===== src/hw/rtl/scps_pkg.sv =====
// Shared types and constants of the safety chime pulse scheduler.
package scps_pkg;

    // Input word action codes
    typedef enum logic [1:0] {
        ACT_TICK   = 2'd0,
        ACT_STATUS = 2'd1,
        ACT_CLEAR  = 2'd2,
        ACT_NONE   = 2'd3
    } t_action;

    // Configuration register indexes
    localparam logic [2:0] CFG_PULSE_WIDTH  = 3'd0;
    localparam logic [2:0] CFG_CHIME_LOW    = 3'd1;
    localparam logic [2:0] CFG_CHIME_MID    = 3'd2;
    localparam logic [2:0] CFG_CHIME_HIGH   = 3'd3;
    localparam logic [2:0] CFG_SWEEP_LOW    = 3'd4;
    localparam logic [2:0] CFG_SWEEP_MID    = 3'd5;
    localparam logic [2:0] CFG_SWEEP_HIGH   = 3'd6;
    localparam logic [2:0] CFG_FRESH_TMO    = 3'd7;

    // Configuration reset values
    localparam logic [15:0] RST_PULSE_WIDTH = 16'd100;
    localparam logic [15:0] RST_CHIME_LOW   = 16'd600;
    localparam logic [15:0] RST_CHIME_MID   = 16'd300;
    localparam logic [15:0] RST_CHIME_HIGH  = 16'd150;
    localparam logic [15:0] RST_SWEEP_LOW   = 16'd10;
    localparam logic [15:0] RST_SWEEP_MID   = 16'd5;
    localparam logic [15:0] RST_SWEEP_HIGH  = 16'd2;
    localparam logic [15:0] RST_FRESH_TMO   = 16'd500;

    // Status frame acceptance and fault mapping
    localparam logic [1:0]  STATUS_BUS        = 2'd1;
    localparam logic [10:0] STATUS_ID         = 11'd1441;
    localparam logic [3:0]  MIN_LENGTH        = 4'd8;
    localparam logic [7:0]  SENSOR_FAULT_FLAG = 8'd1;
    localparam logic [7:0]  FORCED_FAULT_BITS = 8'd3;

    // Risk thresholds
    localparam logic [7:0] RISK_WARN   = 8'd2;
    localparam logic [7:0] RISK_DANGER = 8'd3;
    localparam logic [7:0] RISK_HIGH   = 8'd4;

    // Alert classes
    localparam logic [1:0] ALERT_NONE   = 2'd0;
    localparam logic [1:0] ALERT_WARN   = 2'd1;
    localparam logic [1:0] ALERT_DANGER = 2'd2;

    // Result word kinds
    localparam logic KIND_SNAP  = 1'b0;
    localparam logic KIND_FRAME = 1'b1;

    // Commands from the controller to the datapath
    typedef struct packed {
        logic load;
        logic check;
        logic pulse;
        logic release_frame;
        logic frame;
        logic fix;
        logic apply;
        logic snap;
    } t_cmd;

    // Status from the datapath to the controller
    typedef struct packed {
        logic alert;
        logic was_alert;
        logic frame_due;
        logic out_free;
    } t_sts;

endpackage


===== src/hw/rtl/scps_ctrl.sv =====
// Sequencing state machine of the safety chime pulse scheduler.
module scps_ctrl
    import scps_pkg::*;
(
    input  logic       i_clk,
    input  logic       i_rst_n,
    input  logic       i_in_valid,
    output logic       o_in_ready,
    input  logic [1:0] i_action,
    input  t_sts       i_sts,
    output t_cmd       o_cmd
);

    typedef enum logic [7:0] {
        S_IDLE    = 8'b0000_0001,
        S_CHECK   = 8'b0000_0010,
        S_PULSE   = 8'b0000_0100,
        S_RELEASE = 8'b0000_1000,
        S_FRAME   = 8'b0001_0000,
        S_FIX     = 8'b0010_0000,
        S_APPLY   = 8'b0100_0000,
        S_SNAP    = 8'b1000_0000
    } t_state;

    t_state r_state;
    t_state n_state;
    logic   accept;

    assign o_in_ready = (r_state == S_IDLE);
    assign accept     = i_in_valid && o_in_ready;

    // Pick the next step
    always_comb begin
        n_state = r_state;
        unique case (r_state)
            S_IDLE: begin
                if (accept) begin
                    unique case (t_action'(i_action)) inside
                        ACT_TICK:              n_state = S_CHECK;
                        ACT_STATUS, ACT_CLEAR: n_state = S_APPLY;
                        default:               n_state = S_SNAP;
                    endcase
                end
            end
            S_CHECK: n_state = S_PULSE;
            S_PULSE: n_state = i_sts.alert ? S_FRAME : S_RELEASE;
            S_RELEASE: begin
                if (!i_sts.was_alert || i_sts.out_free) begin
                    n_state = S_SNAP;
                end
            end
            S_FRAME: begin
                if (!i_sts.frame_due) begin
                    n_state = S_FIX;
                end
            end
            S_FIX:   n_state = S_SNAP;
            S_APPLY: n_state = S_SNAP;
            S_SNAP: begin
                if (i_sts.out_free) begin
                    n_state = S_IDLE;
                end
            end
            default: n_state = S_IDLE;
        endcase
    end

    // Hold the state
    always_ff @(posedge i_clk) begin
        if (!i_rst_n) begin
            r_state <= S_IDLE;
        end else begin
            r_state <= n_state;
        end
    end

    // Drive the datapath commands
    always_comb begin
        o_cmd               = '0;
        o_cmd.load          = accept;
        o_cmd.check         = (r_state == S_CHECK);
        o_cmd.pulse         = (r_state == S_PULSE);
        o_cmd.release_frame = (r_state == S_RELEASE);
        o_cmd.frame         = (r_state == S_FRAME);
        o_cmd.fix           = (r_state == S_FIX);
        o_cmd.apply         = (r_state == S_APPLY);
        o_cmd.snap          = (r_state == S_SNAP);
    end

    // A tick always passes through the check before touching the pulse
    a_pulse_after_check: assert property (@(posedge i_clk) disable iff (!i_rst_n)
        (r_state == S_PULSE) |-> $past(r_state == S_CHECK))
        else $error("pulse step without check step");

    // The frame loop only leaves toward the fixup step
    a_frame_exit: assert property (@(posedge i_clk) disable iff (!i_rst_n)
        (r_state == S_FRAME && !i_sts.frame_due && i_rst_n) |=> (r_state == S_FIX))
        else $error("frame loop left to wrong step");

    // No new word is taken until the snapshot has gone out
    a_no_overlap: assert property (@(posedge i_clk) disable iff (!i_rst_n)
        (r_state == S_SNAP && !i_sts.out_free && i_rst_n) |=> !o_in_ready)
        else $error("input accepted before snapshot was emitted");

endmodule


===== src/hw/rtl/scps_dp.sv =====
// Datapath of the safety chime pulse scheduler: config, state, timers, output word.
module scps_dp
    import scps_pkg::*;
#(
    parameter int MAX_BURST = 8
) (
    input  logic        i_clk,
    input  logic        i_rst_n,
    // configuration writes
    input  logic        i_cfg_we,
    input  logic [2:0]  i_cfg_index,
    input  logic [15:0] i_cfg_data,
    // input word
    input  logic [1:0]  i_action,
    input  logic [31:0] i_now_ms,
    input  logic [1:0]  i_bus_number,
    input  logic [10:0] i_frame_id,
    input  logic [3:0]  i_frame_length,
    input  logic [7:0]  i_status_flags,
    input  logic [7:0]  i_risk_level,
    input  logic [7:0]  i_front_cm,
    input  logic [7:0]  i_rear_cm,
    input  logic [7:0]  i_fault_bits,
    // controller link
    input  t_cmd        i_cmd,
    output t_sts        o_sts,
    // result word
    output logic        o_out_valid,
    input  logic        i_out_ready,
    output logic        o_result_kind,
    output logic        o_chime_on,
    output logic [7:0]  o_sweep_value,
    output logic        o_last_of_run,
    output logic        o_status_valid,
    output logic [7:0]  o_risk_out,
    output logic [7:0]  o_flags_out,
    output logic [1:0]  o_alert_class,
    output logic [7:0]  o_sticky_faults,
    output logic [7:0]  o_active_faults,
    output logic [7:0]  o_front_cm_out,
    output logic [7:0]  o_rear_cm_out
);

    localparam int BW = $clog2(MAX_BURST + 1);

    // configuration
    logic [15:0] r_pulse_width, r_chime_low, r_chime_mid, r_chime_high;
    logic [15:0] r_sweep_low, r_sweep_mid, r_sweep_high, r_fresh_tmo;

    // latched input word
    t_action     r_action;
    logic [31:0] r_now;
    logic [1:0]  r_bus;
    logic [10:0] r_id;
    logic [3:0]  r_len;
    logic [7:0]  r_flags_in, r_risk_in, r_front_in, r_rear_in, r_faults_in;

    // scheduler state
    logic        r_have;
    logic [7:0]  r_risk, r_flags, r_front, r_rear, r_faults, r_sticky;
    logic [1:0]  r_alert_state;
    logic [31:0] r_last_time, r_next_pulse, r_pulse_end, r_next_frame;
    logic        r_pulse_active;
    logic [7:0]  r_sweep;
    logic        r_was_alert;
    logic        r_alert;
    logic [BW-1:0] r_burst;

    // output register
    logic        r_out_valid;
    logic        r_out_kind, r_out_chime, r_out_last, r_out_have;
    logic [7:0]  r_out_sweep, r_out_risk, r_out_flags, r_out_sticky;
    logic [7:0]  r_out_faults, r_out_front, r_out_rear;
    logic [1:0]  r_out_alert;

    // combinational helpers
    logic [31:0] age;
    logic        alert_now;
    logic [15:0] chime_per, sweep_raw, sweep_per;
    logic [31:0] pe_diff, np_diff, nf_diff;
    logic        pe_hit, np_hit, nf_hit;
    logic [31:0] np_eff;
    logic        pa_kept;
    logic        out_free;
    logic        frame_due, frame_emit, rel_go, rel_emit, snap_emit, emit;
    logic        match, sensor;

    // Freshness and risk test for alerting
    assign age       = r_now - r_last_time;
    assign alert_now = r_have && (age <= {16'd0, r_fresh_tmo}) && (r_risk >= RISK_WARN);

    // Period selection by stored risk
    always_comb begin
        if (r_risk >= RISK_HIGH) begin
            chime_per = r_chime_high;
            sweep_raw = r_sweep_high;
        end else if (r_risk >= RISK_DANGER) begin
            chime_per = r_chime_mid;
            sweep_raw = r_sweep_mid;
        end else begin
            chime_per = r_chime_low;
            sweep_raw = r_sweep_low;
        end
    end
    assign sweep_per = (sweep_raw == 16'd0) ? 16'd1 : sweep_raw;

    // Wrap-aware deadline tests
    assign pe_diff = r_now - r_pulse_end;
    assign np_diff = r_now - r_next_pulse;
    assign nf_diff = r_now - r_next_frame;
    assign pe_hit  = !pe_diff[31];
    assign np_hit  = (r_next_pulse == 32'd0) || !np_diff[31];
    assign nf_hit  = !nf_diff[31];
    assign np_eff  = (r_next_pulse == 32'd0) ? r_now : r_next_pulse;
    assign pa_kept = r_pulse_active && !pe_hit;

    // Emission control
    assign out_free   = !r_out_valid || i_out_ready;
    assign frame_due  = (r_burst < BW'(MAX_BURST)) && nf_hit;
    assign frame_emit = i_cmd.frame && frame_due && out_free;
    assign rel_go     = i_cmd.release_frame && (!r_was_alert || out_free);
    assign rel_emit   = rel_go && r_was_alert;
    assign snap_emit  = i_cmd.snap && out_free;
    assign emit       = frame_emit || rel_emit || snap_emit;

    // Status frame acceptance
    assign match  = (r_bus == STATUS_BUS) && (r_id == STATUS_ID) && (r_len >= MIN_LENGTH);
    assign sensor = |(r_flags_in & SENSOR_FAULT_FLAG);

    assign o_sts.alert     = r_alert;
    assign o_sts.was_alert = r_was_alert;
    assign o_sts.frame_due = frame_due;
    assign o_sts.out_free  = out_free;

    // Write configuration registers
    always_ff @(posedge i_clk) begin
        if (!i_rst_n) begin
            r_pulse_width <= RST_PULSE_WIDTH;
            r_chime_low   <= RST_CHIME_LOW;
            r_chime_mid   <= RST_CHIME_MID;
            r_chime_high  <= RST_CHIME_HIGH;
            r_sweep_low   <= RST_SWEEP_LOW;
            r_sweep_mid   <= RST_SWEEP_MID;
            r_sweep_high  <= RST_SWEEP_HIGH;
            r_fresh_tmo   <= RST_FRESH_TMO;
        end else if (i_cfg_we) begin
            unique case (i_cfg_index)
                CFG_PULSE_WIDTH: r_pulse_width <= i_cfg_data;
                CFG_CHIME_LOW:   r_chime_low   <= i_cfg_data;
                CFG_CHIME_MID:   r_chime_mid   <= i_cfg_data;
                CFG_CHIME_HIGH:  r_chime_high  <= i_cfg_data;
                CFG_SWEEP_LOW:   r_sweep_low   <= i_cfg_data;
                CFG_SWEEP_MID:   r_sweep_mid   <= i_cfg_data;
                CFG_SWEEP_HIGH:  r_sweep_high  <= i_cfg_data;
                CFG_FRESH_TMO:   r_fresh_tmo   <= i_cfg_data;
                default:         r_fresh_tmo   <= r_fresh_tmo;
            endcase
        end
    end

    // Capture the input word
    always_ff @(posedge i_clk) begin
        if (i_cmd.load) begin
            r_action    <= t_action'(i_action);
            r_now       <= i_now_ms;
            r_bus       <= i_bus_number;
            r_id        <= i_frame_id;
            r_len       <= i_frame_length;
            r_flags_in  <= i_status_flags;
            r_risk_in   <= i_risk_level;
            r_front_in  <= i_front_cm;
            r_rear_in   <= i_rear_cm;
            r_faults_in <= i_fault_bits;
        end
    end

    // Update scheduler state step by step
    always_ff @(posedge i_clk) begin
        if (!i_rst_n) begin
            r_have         <= 1'b0;
            r_risk         <= 8'd0;
            r_flags        <= 8'd0;
            r_front        <= 8'd0;
            r_rear         <= 8'd0;
            r_faults       <= 8'd0;
            r_sticky       <= 8'd0;
            r_alert_state  <= ALERT_NONE;
            r_last_time    <= 32'd0;
            r_next_pulse   <= 32'd0;
            r_pulse_end    <= 32'd0;
            r_pulse_active <= 1'b0;
            r_next_frame   <= 32'd0;
            r_sweep        <= 8'd0;
            r_was_alert    <= 1'b0;
            r_alert        <= 1'b0;
            r_burst        <= '0;
        end else begin
            if (i_cmd.load) begin
                r_burst <= '0;
            end

            // latch the alerting decision for this tick
            if (i_cmd.check) begin
                r_alert <= alert_now;
            end

            // advance the chime pulse
            if (i_cmd.pulse) begin
                if (r_alert) begin
                    r_alert_state <= (r_risk >= RISK_DANGER) ? ALERT_DANGER : ALERT_WARN;
                    if (!pa_kept && np_hit) begin
                        r_pulse_active <= 1'b1;
                        r_pulse_end    <= r_now + {16'd0, r_pulse_width};
                        r_next_pulse   <= r_now + {16'd0, chime_per};
                    end else begin
                        r_pulse_active <= pa_kept;
                        r_next_pulse   <= np_eff;
                    end
                    r_was_alert  <= 1'b1;
                    r_next_frame <= (r_next_frame == 32'd0) ? r_now : r_next_frame;
                end else begin
                    r_pulse_active <= 1'b0;
                    r_next_pulse   <= 32'd0;
                    r_pulse_end    <= 32'd0;
                    r_alert_state  <= ALERT_NONE;
                end
            end

            // drop the frame schedule once alerting stops
            if (rel_go) begin
                r_was_alert  <= 1'b0;
                r_next_frame <= 32'd0;
                r_sweep      <= 8'd0;
            end

            // advance the sweep for each frame sent
            if (frame_emit) begin
                r_sweep      <= r_sweep + 8'd1;
                r_next_frame <= r_next_frame + {16'd0, sweep_per};
                r_burst      <= r_burst + BW'(1);
            end

            // resync a schedule that fell behind
            if (i_cmd.fix && nf_hit) begin
                r_next_frame <= r_now + {16'd0, sweep_per};
            end

            // take a status frame or clear the sticky map
            if (i_cmd.apply) begin
                if (r_action == ACT_STATUS && match) begin
                    r_have        <= 1'b1;
                    r_flags       <= r_flags_in;
                    r_risk        <= r_risk_in;
                    r_front       <= r_front_in;
                    r_rear        <= r_rear_in;
                    r_faults      <= r_faults_in;
                    r_alert_state <= ALERT_NONE;
                    r_last_time   <= r_now;
                    r_sticky      <= r_sticky | r_faults_in |
                                     (sensor ? FORCED_FAULT_BITS : 8'd0);
                    if (r_risk_in >= RISK_WARN &&
                        (r_risk != r_risk_in || r_next_pulse == 32'd0)) begin
                        r_next_pulse <= r_now;
                    end
                end else if (r_action == ACT_CLEAR) begin
                    r_sticky <= 8'd0;
                end
            end
        end
    end

    // Output valid flag
    always_ff @(posedge i_clk) begin
        if (!i_rst_n) begin
            r_out_valid <= 1'b0;
        end else if (emit) begin
            r_out_valid <= 1'b1;
        end else if (i_out_ready) begin
            r_out_valid <= 1'b0;
        end
    end

    // Load the output word
    always_ff @(posedge i_clk) begin
        if (emit) begin
            if (snap_emit) begin
                r_out_kind   <= KIND_SNAP;
                r_out_chime  <= r_pulse_active;
                r_out_sweep  <= 8'd0;
                r_out_last   <= 1'b1;
                r_out_have   <= r_have;
                r_out_risk   <= r_risk;
                r_out_flags  <= r_flags;
                r_out_alert  <= r_alert_state;
                r_out_sticky <= r_sticky;
                r_out_faults <= r_faults;
                r_out_front  <= r_front;
                r_out_rear   <= r_rear;
            end else begin
                r_out_kind   <= KIND_FRAME;
                r_out_chime  <= frame_emit ? r_pulse_active : 1'b0;
                r_out_sweep  <= frame_emit ? r_sweep : 8'd0;
                r_out_last   <= 1'b0;
                r_out_have   <= 1'b0;
                r_out_risk   <= 8'd0;
                r_out_flags  <= 8'd0;
                r_out_alert  <= ALERT_NONE;
                r_out_sticky <= 8'd0;
                r_out_faults <= 8'd0;
                r_out_front  <= 8'd0;
                r_out_rear   <= 8'd0;
            end
        end
    end

    assign o_out_valid     = r_out_valid;
    assign o_result_kind   = r_out_kind;
    assign o_chime_on      = r_out_chime;
    assign o_sweep_value   = r_out_sweep;
    assign o_last_of_run   = r_out_last;
    assign o_status_valid  = r_out_have;
    assign o_risk_out      = r_out_risk;
    assign o_flags_out     = r_out_flags;
    assign o_alert_class   = r_out_alert;
    assign o_sticky_faults = r_out_sticky;
    assign o_active_faults = r_out_faults;
    assign o_front_cm_out  = r_out_front;
    assign o_rear_cm_out   = r_out_rear;

    // The burst counter never runs past its limit
    a_burst_limit: assert property (@(posedge i_clk) disable iff (!i_rst_n)
        r_burst <= BW'(MAX_BURST))
        else $error("burst count exceeded limit");

    // Each sent chime frame advances the sweep byte by one
    a_sweep_step: assert property (@(posedge i_clk) disable iff (!i_rst_n)
        (frame_emit && i_rst_n) |=> (r_sweep == $past(r_sweep) + 8'd1))
        else $error("sweep byte did not advance with frame");

    // A release frame leaves the frame schedule cleared
    a_release_clear: assert property (@(posedge i_clk) disable iff (!i_rst_n)
        (rel_emit && i_rst_n) |=> (!r_was_alert && r_sweep == 8'd0 && r_next_frame == 32'd0))
        else $error("release frame did not clear frame schedule");

endmodule


===== src/hw/rtl/safety_chime_pulse_scheduler_unit.sv =====
// A tick runs the check and pulse steps, then the frame loop and fixup step when alerting
// (one frame word per cycle while output is free), else the release step; then a snapshot.
// Status words and clears run the apply step, then the snapshot; others only the snapshot.
// Throughput: one word at a time, set by the controller's step sequence and frame loop.
// Reset: synchronous active-low i_rst_n clears control and schedule state, reloads config defaults.
// Config writes are taken in any cycle; the block accepts words right after reset.
module safety_chime_pulse_scheduler_unit
    import scps_pkg::*;
#(
    parameter int MAX_BURST = 8
) (
    input  logic        i_clk,
    input  logic        i_rst_n,
    // configuration channel
    input  logic        i_cfg_valid,
    output logic        o_cfg_ready,
    input  logic [2:0]  i_cfg_index,
    input  logic [15:0] i_cfg_data,
    // input channel
    input  logic        i_in_valid,
    output logic        o_in_ready,
    input  logic [1:0]  i_action,
    input  logic [31:0] i_now_ms,
    input  logic [1:0]  i_bus_number,
    input  logic [10:0] i_frame_id,
    input  logic [3:0]  i_frame_length,
    input  logic [7:0]  i_status_flags,
    input  logic [7:0]  i_risk_level,
    input  logic [7:0]  i_front_cm,
    input  logic [7:0]  i_rear_cm,
    input  logic [7:0]  i_fault_bits,
    // output channel
    output logic        o_out_valid,
    input  logic        i_out_ready,
    output logic        o_result_kind,
    output logic        o_chime_on,
    output logic [7:0]  o_sweep_value,
    output logic        o_last_of_run,
    output logic        o_status_valid,
    output logic [7:0]  o_risk_out,
    output logic [7:0]  o_flags_out,
    output logic [1:0]  o_alert_class,
    output logic [7:0]  o_sticky_faults,
    output logic [7:0]  o_active_faults,
    output logic [7:0]  o_front_cm_out,
    output logic [7:0]  o_rear_cm_out
);

    t_cmd cmd;
    t_sts sts;

    // Config writes are always taken
    assign o_cfg_ready = 1'b1;

    scps_ctrl u_ctrl (
        .i_clk      (i_clk),
        .i_rst_n    (i_rst_n),
        .i_in_valid (i_in_valid),
        .o_in_ready (o_in_ready),
        .i_action   (i_action),
        .i_sts      (sts),
        .o_cmd      (cmd)
    );

    scps_dp #(
        .MAX_BURST (MAX_BURST)
    ) u_dp (
        .i_clk           (i_clk),
        .i_rst_n         (i_rst_n),
        .i_cfg_we        (i_cfg_valid && o_cfg_ready),
        .i_cfg_index     (i_cfg_index),
        .i_cfg_data      (i_cfg_data),
        .i_action        (i_action),
        .i_now_ms        (i_now_ms),
        .i_bus_number    (i_bus_number),
        .i_frame_id      (i_frame_id),
        .i_frame_length  (i_frame_length),
        .i_status_flags  (i_status_flags),
        .i_risk_level    (i_risk_level),
        .i_front_cm      (i_front_cm),
        .i_rear_cm       (i_rear_cm),
        .i_fault_bits    (i_fault_bits),
        .i_cmd           (cmd),
        .o_sts           (sts),
        .o_out_valid     (o_out_valid),
        .i_out_ready     (i_out_ready),
        .o_result_kind   (o_result_kind),
        .o_chime_on      (o_chime_on),
        .o_sweep_value   (o_sweep_value),
        .o_last_of_run   (o_last_of_run),
        .o_status_valid  (o_status_valid),
        .o_risk_out      (o_risk_out),
        .o_flags_out     (o_flags_out),
        .o_alert_class   (o_alert_class),
        .o_sticky_faults (o_sticky_faults),
        .o_active_faults (o_active_faults),
        .o_front_cm_out  (o_front_cm_out),
        .o_rear_cm_out   (o_rear_cm_out)
    );

endmodule

===== config.mk =====
export PLATFORM = sky130hd
export DESIGN_NAME = safety_chime_pulse_scheduler_unit
export DESIGN_NICKNAME = d
export VERILOG_FILES = /design/src/hw/rtl/scps_pkg.sv /design/src/hw/rtl/scps_ctrl.sv /design/src/hw/rtl/scps_dp.sv /design/src/hw/rtl/safety_chime_pulse_scheduler_unit.sv
export SDC_FILE = /design/constraint.sdc
export NUM_CORES = 1
export LEC_CHECK = 0
export BUFFER_PORTS_ARGS = -buffer_cell sky130_fd_sc_hd__buf_2
export CAP_MARGIN = 15
export CORE_ASPECT_RATIO = 0.9
export CORE_UTILIZATION = 40
export DETAILED_ROUTE_END_ITERATION = 8
export HOLD_SLACK_MARGIN = 0.1
export PLACE_DENSITY_LB_ADDON = 0.2
export SYNTH_ARGS = -nofsm -noshare
export SYNTH_HDL_FRONTEND = slang
export SYNTH_SLANG_ARGS = --single-unit

===== constraint.sdc =====
create_clock -name i_clk -period 7.1 [get_ports i_clk]
set_input_delay 2.13 -clock i_clk [delete_from_list [all_inputs] [get_ports i_clk]]
set_output_delay 2.13 -clock i_clk [all_outputs]
set_load 0.02 [all_outputs]

Word-level counts from Yosys, hierarchy flattened --
Index checks and enable logic that the tools add are counted.
Storage, ports and cells: flip-flop bits (word level) 484, output and inout bits 65, word-level logic and storage cells 201
Operators by class: magnitude comparators 7, muxes and demuxes 47, reduce and logical (&&, ||, !) cells 57, bitwise operators 4, add/sub/neg operators 10, eq/ne operators 27
Operator list (count):
- $mux 32 | 15
- $add 32x16->32 | 4
- $sub 32x32->32 | 4
- $mux 16 | 5
- $logic_not 32->1 | 2
- $mux 8 | 8
- $pmux 8 s7 | 1
- $le 32x16->1 | 1
- $ge 8x2->1 const B | 3
- $reduce_and 2->1 | 12
- $logic_and 1x1->1 | 16
- $logic_not 16->1 | 1
- $or 8x8->8 | 2
- $pmux 8 s2 | 1
- $eq 3x3->1 const B | 4
- $mux 2 | 6
- $reduce_bool 4->1 | 3
- $eq 11x11->1 const B | 1
- $ne 2x2->1 const B | 5
- $add 8x1->8 const B | 1
- $eq 8x1->1 const B | 1
- $eq 8x2->1 const B | 1
- $eq 8x3->1 const B | 1
- $eq 8x4->1 const B | 1
- 25 further kinds | 53

Longest topological paths before layout --
Gate-level depths: netlist of run 1.
depth in word-level cells 10, mapped depth 23, depth with buffers taken out 23

By module --
Synthesis of run 1 repeated with hierarchy kept, for this count alone.
Unflattened totals: cells, all modules 3368, area total of the unflattened synthesis 28387.2 um^2
Modules (own cells, without submodules):
- scps_dp | area an instance 27870.5 um^2, cells an instance 3311, times used 1, sequential area each 10970.5 um^2
- scps_ctrl | area an instance 505.5 um^2, cells an instance 55, times used 1, sequential area each 160.2 um^2
- safety_chime_pulse_scheduler_unit | area an instance 11.3 um^2, cells an instance 2, times used 1, sequential area each 0.0 um^2

Worst setup path after synthesis of run 1 --
OpenSTA, ideal clock, no wires.
path kind register -> register, from register u_dp.r_now[28], to register u_dp.r_out_faults[0] (netlist: u_dp.o_active_faults[0]), enable pin, path slack 1349 ps, path buffers 0, data arrival time 5249 ps, setup time 502 ps, stages on the path, launching flop included 10, period minus slack after synthesis 5751 ps, required time 6598 ps, path through edfxtp_1 -> ha_1 -> nand4_1 -> nor4_1 -> o211ai_1 -> o211ai_1 -> xnor2_1 -> nor2_1 -> inv_1 -> a21oi_1
On the way: word-level cells in the longest chain between the ends 7
Ends and longest elaborated chain:
- from (decl) | RTL line scps_dp.sv:52 | logic [31:0] r_now;
- from (signal assigned) | RTL line scps_dp.sv:165 | r_now <= i_now_ms;
- $sub 32x32->32 | RTL line scps_dp.sv:110 | assign nf_diff = r_now - r_next_frame;
- $logic_not 1->1 | RTL line scps_dp.sv:113 | assign nf_hit = !nf_diff[31];
- $logic_and 1x1->1 | RTL line scps_dp.sv:119 | assign frame_due = (r_burst < BW'(MAX_BURST)) && nf_hit;
- $logic_and 1x1->1 (2 in a row) | RTL line scps_dp.sv:120 | assign frame_emit = i_cmd.frame && frame_due && out_free;
- $logic_or 1x1->1 (2 in a row) | RTL line scps_dp.sv:124 | assign emit = frame_emit || rel_emit || snap_emit;
- named net u_dp.emit | RTL line scps_dp.sv:85 | logic frame_due, frame_emit, rel_go, rel_emit, snap_emit, emit;
- to (signal assigned) | RTL line scps_dp.sv:296 | r_out_faults <= r_faults;
- to (decl) | RTL line scps_dp.sv:73 | logic [7:0] r_out_faults, r_out_front, r_out_rear;
The timed path passes the listed nets, and every way through them passes these cells. A chain may end at the register's enable or synchronous reset.

Final worst setup path of run 1 --
from register u_dp.r_risk[0], to register u_dp.r_next_frame[20]
On the way: word-level cells in the longest chain between the ends 8, elaborated cells between the ends (all ways) 10, those cells by class add/sub (2); order compare (2); mux (5); reduce/logical (1)
Ends and longest elaborated chain:
- from (decl) | RTL line scps_dp.sv:60 | logic [7:0] r_risk, r_flags, r_front, r_rear, r_faults, r_sticky;
- from (signal assigned) | RTL line scps_dp.sv:253 | r_risk <= r_risk_in;
- $ge 8x2->1 | RTL line scps_dp.sv:97 | end else if (r_risk >= RISK_DANGER) begin
- $mux 16 | RTL line scps_dp.sv:97
- $mux 16 * | RTL line scps_dp.sv:94 | if (r_risk >= RISK_HIGH) begin
- $logic_not 16->1 | RTL line scps_dp.sv:105 | assign sweep_per = (sweep_raw == 16'd0) ? 16'd1 : sweep_raw;
- $mux 16 * | RTL line scps_dp.sv:105
- $add 32x16->32 | RTL line scps_dp.sv:239 | r_next_frame <= r_next_frame + {16'd0, sweep_per};
- $mux 32 | RTL line scps_dp.sv:237 | if (frame_emit) begin
- $mux 32 * | RTL line scps_dp.sv:244 | if (i_cmd.fix && nf_hit) begin
- to (signal assigned) | RTL line scps_dp.sv:220 | r_next_frame <= (r_next_frame == 32'd0) ? r_now : r_next_frame;
- to (signal assigned) | RTL line scps_dp.sv:239
- to (signal assigned) | RTL line scps_dp.sv:245 | r_next_frame <= r_now + {16'd0, sweep_per};
- to (decl) | RTL line scps_dp.sv:62 | logic [31:0] r_last_time, r_next_pulse, r_pulse_end, r_next_frame;
Mark *: on every way between the ends. The rest lies on a longest branch, timed or not.

==> impl_metrics.json, run 1 <==
{
  "status": "completed",
  "syn_inst": 3422,
  "required_ns": 7.60,
  "grt_pass1_vias": 23114,
  "min_from": "u_dp.r_front[2]",
  "drt_iter0_drc": 2457,
  "synth-main-ff-cell": "dfxtp_1",
  "yosysWarningCount": 0,
  "slowest_stage": "o21ai_0",
  "p_switching_w": 0.00209,
  "portBuffers": 175,
  "clkPwrFrac_pct": 41.1,
  "cp.arrival_ns": 7.04,
  "final.setup_skew_ns": 0.0203,
  "setup_viol": 0,
  "cts_buffers": 55,
  "p_seq_share_pct": 41.8,
  "period_minus_slack_ns": 6.54,
  "cts.path.max_buffers": 3,
  "clkSlewWorstSetupHoldPaths_ns": 0.07,
  "rsz0062_at_grt": "no",
  "cts_resized": 0,
  "syn_nets": 3726,
  "area_growth_pct": 13.2,
  "synth_edf_count": 150,
  "cts_sinks": 481,
  "cts_hold_buf": 0,
  "synth_most_common_cell": "nand2_1",
  "cp-start-kind": "register",
  "grt_pass1_wl_um": 142000,
  "drv_slew": 0,
  "cpPeakStageDelay_ns": 0.86,
  "antenna_found_initial": 0,
  "fin_area_mm2": 0.0322,
  "fin_tns_setup_ns": 0,
  "ys_seq_elements": 481,
  "hpwl_um": 64900,
  "r2r-start": "u_dp.r_risk[0]",
  "synth-async-reset-ratio_pct": 0,
  "drive_above_1_share_pct": 11.1,
  "drv_cap": 0,
  "ant_nets": 0,
  "period_share_pct": 92.1,
  "syn_area_per_cell_um2": 8.32,
  "fmax_ghz": 0.153,
  "startpoint": "u_dp.r_risk[0]",
  "comb_power_share_pct": 17.2,
  "die_h_um": 255,
  "relSlewSlack_pct": 24.4,
  "start_util_pct": 40.6,
  "path_cells": "nand2_2, buf_4, mux2i_1, o21ai_0, nor4_1, nand4_1, o211ai_1, ha_1, ha_1, a311oi_1, nand2_1, maj3_1, o211ai_2, a311oi_1, or3_1, a211oi_2, nor3_1, mux2_2, o31a_1",
  "via_count": 25591,
  "r2r_cells": 19,
  "p_int_w": 0.00515,
  "place_area_mm2": 0.0303,
  "whs_path_depth": 2,
  "netlist_area_mm2": 0.0285,
  "cp-endpoint": "u_dp.r_next_frame[20]",
  "clk_latency_ns": 0.62,
  "drc": 0,
  "die_w_um": 283,
  "r2r-end": "u_dp.r_next_frame[20]",
  "ctsRootBufferMaster": "clkbuf_16",
  "fillCellCount": 7155,
  "wl_per_cell_um": 20.6,
  "worstPathMaxFanout": 17,
  "grt_max_degree": 163,
  "io_pins": 180,
  "ys_seq_area_share_pct": 39.1,
  "power_switching_share_pct": 28.9,
  "overflow": 0,
  "dr.pass1.iters": 6,
  "core_region_area_mm2": 0.0702,
  "worstMarginPinSlew_ns": 1.13,
  "critPathCaptureType": "register",
  "utilization_pct": 45.9,
  "core.rowCount": 92,
  "globalplace.congestion": 0.930,
  "path_depth": 19,
  "reg2reg_setup_slack_ns": 0.56,
  "hp-class": "register to register",
  "crit_family": "compound AO/OA/AOI/OAI gates",
  "ir_drop_mv": 0.171,
  "hold_viol_final": 0,
  "crit_buf_inv": 1,
  "synth_common_cells": "605 x nand2_1, 377 x a21oi_1, 331 x dfxtp_1, 186 x ha_1, 185 x inv_1",
  "viasPerCell": 5.66,
  "post-cts-setup-buffer-count": 0,
  "floorplan.die_area_mm2": 0.0723,
  "yosys.area.top_type": "dfxtp_1",
  "crit_type": "register to register",
  "cts_tree": "done",
  "htree_levels": 2,
  "synth.distinct_cells": 102,
  "track_usage_pct": 25.1,
  "synth_top_area_share_pct": 23.3,
  "powerDensity_mw_per_mm2": 225,
  "p_leak_nw": 12.3,
  "routed_wl_um": 93300,
  "final_nets": 3835,
  "synth.area.top_cells": "dfxtp_1 23%, edfxtp_1 16%, ha_1 8.2%"
}
==> tightest hold or removal path: stages, from the launching register on <==
cell     delay [ns]
dfxtp_1        0.30
nand2_1        0.05
a21oi_1        0.05
==> routing by layer <==
layer	up-vias	GRT usage, %	routed length (µm)
met5	-	0	0
met4	0	6.36	2110
met3	129	3.02	5970
met2	854	39.0	40300
met1	12157	36.8	44900
li1	12451	-	-
==> kinds of logic after synthesis <==
kind of cell	Yosys count	share of synthesized area, %
XOR/XNOR	121	3.72
buffers and inverters	390	5.49
other	1	0.0132
AND/OR/NAND/NOR	1244	20.2
adder cells (fa/ha/maj)	200	8.77
AO/OA/AOI/OAI	941	21.2
flip-flops	481	39.1
multiplexers	44	1.57
==> power by group through the flow <==
stage,clock network (W),logic (W),registers (W)
6_report,0.00298,0.00124,0.00302
5_1_grt,0.00313,0.00137,0.00303
4_1_cts,0.00304,0.00123,0.00303
3_3_place_gp,0,0.00122,0.00308
3_5_place_dp,0,0.00122,0.00308
2_1_floorplan,0,0.000803,0.00308
==> cells in the final DEF, fill, tap and decap left out, types with 72 or more instances in the layout <==
cell type  Yosys  layout
a21oi_1      377     376
and2_1        72      72
ha_1         186     186
nor2_1       160     158
o21ai_0      148     148
edfxtp_1     150     150
inv_1        185     183
nand2_1      605     604
buf_4          5      80
dfxtp_1      331     331
nor3_1        80      79
buf_2          7     174
xnor2_1       85      85
nand3_1      105     105
==> per-stage QoR <==
step           hold WS [ns]  instances  total power, W  setup slack [ns]
2_1_floorplan         0.427       3422         0.00389              1.35
3_3_place_gp          0.438       4412         0.00430             0.858
3_5_place_dp          0.442       4412         0.00430             0.728
4_1_cts               0.450       4516         0.00729             0.687
5_1_grt               0.461       4518         0.00754             0.335
6_report              0.449       4519         0.00724             0.562
==> sequential cells by signal, summed over array words and instances (netlist names), 11 cells and up <==
name,flops
u_dp.r_pulse_end,32
u_dp.r_sweep_low,16
u_dp.r_chime_mid,16
u_dp.r_sweep_mid,16
u_dp.r_last_time,32
u_dp.r_chime_high,16
u_dp.r_next_pulse,32
u_dp.r_now,32
u_dp.r_sweep_high,16
u_dp.r_fresh_tmo,16
u_dp.r_pulse_width,16
u_dp.r_id,11
u_dp.r_next_frame,32
u_dp.r_chime_low,16
==> worst min path at each step <==
stage | endpoint | slack (ns)
5_1_grt | u_dp.r_pulse_end[17] | 0.46
2_1_floorplan | u_dp.r_burst[3] | 0.43
4_1_cts | u_dp.r_front[1] | 0.45
3_3_place_gp | u_dp.r_front[1] | 0.44
6_report | u_dp.r_front[2] | 0.45
3_5_place_dp | u_dp.r_rear[5] | 0.44
==> final cells by class <==
| cell class | count | area (µm²) | area share [%] |
|---|---|---|---|
| Clock inverter | 24 | 267 | 0.827 |
| Tap cell | 940 | 1180 | 3.65 |
| Multi-Input combinational cell | 2551 | 15800 | 49.2 |
| Sequential cell | 481 | 11100 | 34.5 |
| Antenna cell | 1 | 2.50 | 0.00776 |
| Timing Repair Buffer | 256 | 1500 | 4.64 |
| Inverter | 186 | 708 | 2.20 |
| Clock buffer | 80 | 1600 | 4.98 |
(Power assumes the default switching activity.)
==> inputs of run 2 (changes only) <==
- PLACE_DENSITY: default -> 0.57
- PLACE_DENSITY_LB_ADDON: 0.2 -> default
==> run 2 against run 1 <==
- combinational power is essentially flat
- die area is the same
- global-route usage grew 0.26 points
- sequential share of layout area is essentially flat
- register-to-register slack gained 0.05 ns
- critical path depth is the same
- routed wire length shrank 0.11%
==> impl_metrics.json, run 2 (synthesis gave the netlist of run 1 again) <==
{
  "status": "completed",
  "cts.path.max_buffers": 3,
  "rsz0062_at_grt": "no",
  "final.setup_skew_ns": 0.0178,
  "utilization_pct": 45.8,
  "worstMarginPinSlew_ns": 1.16,
  "ctsRootBufferMaster": "clkbuf_16",
  "clk_latency_ns": 0.63,
  "crit_type": "register to register",
  "post-cts-setup-buffer-count": 0,
  "path_cells": "nand2_2, buf_4, mux2i_1, o21ai_0, nor4_1, nand4_1, o211ai_1, ha_1, and2_1, a221oi_1, nand4_1, maj3_2, o21a_1, o21a_1, a311o_1, a41o_1, o31ai_4, mux2i_1, a211oi_1",
  "wl_per_cell_um": 20.6,
  "period_share_pct": 91.4,
  "viasPerCell": 5.65,
  "via_count": 25534,
  "drv_slew": 0,
  "routed_wl_um": 93200,
  "core.rowCount": 92,
  "p_leak_nw": 12.3,
  "cts_hold_buf": 0,
  "die_h_um": 255,
  "portBuffers": 175,
  "overflow": 0,
  "htree_levels": 2,
  "grt_pass1_wl_um": 142000,
  "final_nets": 3840,
  "ir_drop_mv": 0.233,
  "r2r-start": "u_dp.r_risk[0]",
  "track_usage_pct": 25.4,
  "hpwl_um": 65600,
  "start_util_pct": 40.6,
  "setup_viol": 0,
  "ant_nets": 0,
  "min_delay_worst_endpoint": "u_dp.r_faults[0]",
  "globalplace.congestion": 0.942,
  "drc": 0,
  "antenna_found_initial": 2,
  "cpPeakStageDelay_ns": 0.76,
  "critPathCaptureType": "register",
  "fin_tns_setup_ns": 0,
  "drive_above_1_share_pct": 11.1,
  "drt_iter0_drc": 2421,
  "period_minus_slack_ns": 6.49,
  "core_region_area_mm2": 0.0702,
  "cp-start-kind": "register",
  "grt_max_degree": 101,
  "r2r_cells": 19,
  "crit_buf_inv": 1,
  "layout_common_cells": "604 x nand2_1, 376 x a21oi_1, 331 x dfxtp_1",
  "min_from": "u_dp.r_faults[0]",
  "reg2reg_setup_slack_ns": 0.61,
  "relSlewSlack_pct": 22.4,
  "grt_pass1_vias": 23519,
  "cts_sinks": 481,
  "dr.pass1.iters": 6,
  "final_common_cell": "nand2_1",
  "required_ns": 7.63,
  "hold_viol_final": 0,
  "clkSlewWorstSetupHoldPaths_ns": 0.06,
  "cts_resized": 0,
  "whs_path_depth": 2,
  "die_w_um": 283,
  "powerDensity_mw_per_mm2": 222,
  "r2r-end": "u_dp.r_next_frame[21]",
  "crit_family": "compound AO/OA/AOI/OAI gates",
  "io_pins": 180,
  "cp.arrival_ns": 7.02,
  "fillCellCount": 7062,
  "p_total_w": 0.00713,
  "area_growth_pct": 13.0,
  "hp-class": "register to register",
  "worstPathMaxFanout": 26,
  "drv_cap": 0,
  "cts_tree": "done",
  "cts_buffers": 55,
  "fmax_ghz": 0.154,
  "slowest_stage": "o21ai_0",
  "floorplan.die_area_mm2": 0.0723
}
## run 2: changes by cell type in the layout (fill, tap and decap cells not counted), sizes merged
cell    previous run  this run
clkbuf            81        83
buf              255       261
clkinv            17        15
bufinv             5         3
## run 2: stage by stage
step / cell area (µm²) / instances / setup slack [ns] / hold WS, ns
3_3_place_gp: 30400 / 4417 / 0.881 / 0.439
4_1_cts: 32200 / 4520 / 0.775 / 0.450
5_1_grt: 32200 / 4523 / 0.0692 / 0.465
6_report: 32200 / 4523 / 0.611 / 0.446
2_1_floorplan: 28500 / 3422 / 1.35 / 0.427
3_5_place_dp: 30400 / 4417 / 0.812 / 0.442
## run 2: worst reg2reg max path: cells and delay by family (launching register included)
family | cells | cell delay (ns)
AOI/OAI and AO/OA | 9 | 3.34
and+or+nand+nor | 5 | 0.92
buffers and inverters | 1 | 0.37
muxes | 2 | 0.39
adders and majority gates | 2 | 0.70
DFF | 1 | 0.69
## run 2: layout make-up
| cell class | instances | area [µm²] | area share (%) |
|---|---|---|---|
| Sequential cell | 481 | 11100 | 34.6 |
| Clock inverter | 20 | 203 | 0.630 |
| Antenna cell | 1 | 2.50 | 0.00777 |
| Tap cell | 940 | 1180 | 3.65 |
| Inverter | 186 | 708 | 2.20 |
| Multi-Input combinational cell | 2551 | 15900 | 49.2 |
| Timing Repair Buffer | 261 | 1540 | 4.80 |
| Clock buffer | 83 | 1580 | 4.89 |
## run 2: where the power goes
part | total [W] | switching, W | leakage (nW) | internal [W]
Sequential | 0.00303 | 0.0000831 | 4.16 | 0.00295
Clock | 0.00286 | 0.00122 | 0.870 | 0.00165
Combinational | 0.00124 | 0.000791 | 7.26 | 0.000447
## run 2: layer usage
metal  vias up  global-route usage, %  routed length (µm)
li1      12462                      -                   -
met1     12050                   35.7               43700
met2       863                   39.1               39900
met3       155                   4.74                6770
met4         4                   7.88                2670
met5         -                   1.91                 203
## run 2: worst max-delay path by stage
stage,endpoint,from,slack [ns],depth (start not counted)
2_1_floorplan,u_dp.o_active_faults[0],u_dp.r_now[28],1.35,9
3_3_place_gp,u_dp.r_next_frame[24],u_dp.r_risk[2],0.88,19
3_5_place_dp,u_dp.r_next_frame[24],u_dp.r_risk[0],0.81,19
4_1_cts,u_dp.r_next_frame[24],u_dp.r_risk[0],0.78,19
5_1_grt,u_dp.r_next_frame[24],u_dp.r_risk[0],0.07,19
6_report,u_dp.r_next_frame[21],u_dp.r_risk[0],0.61,19
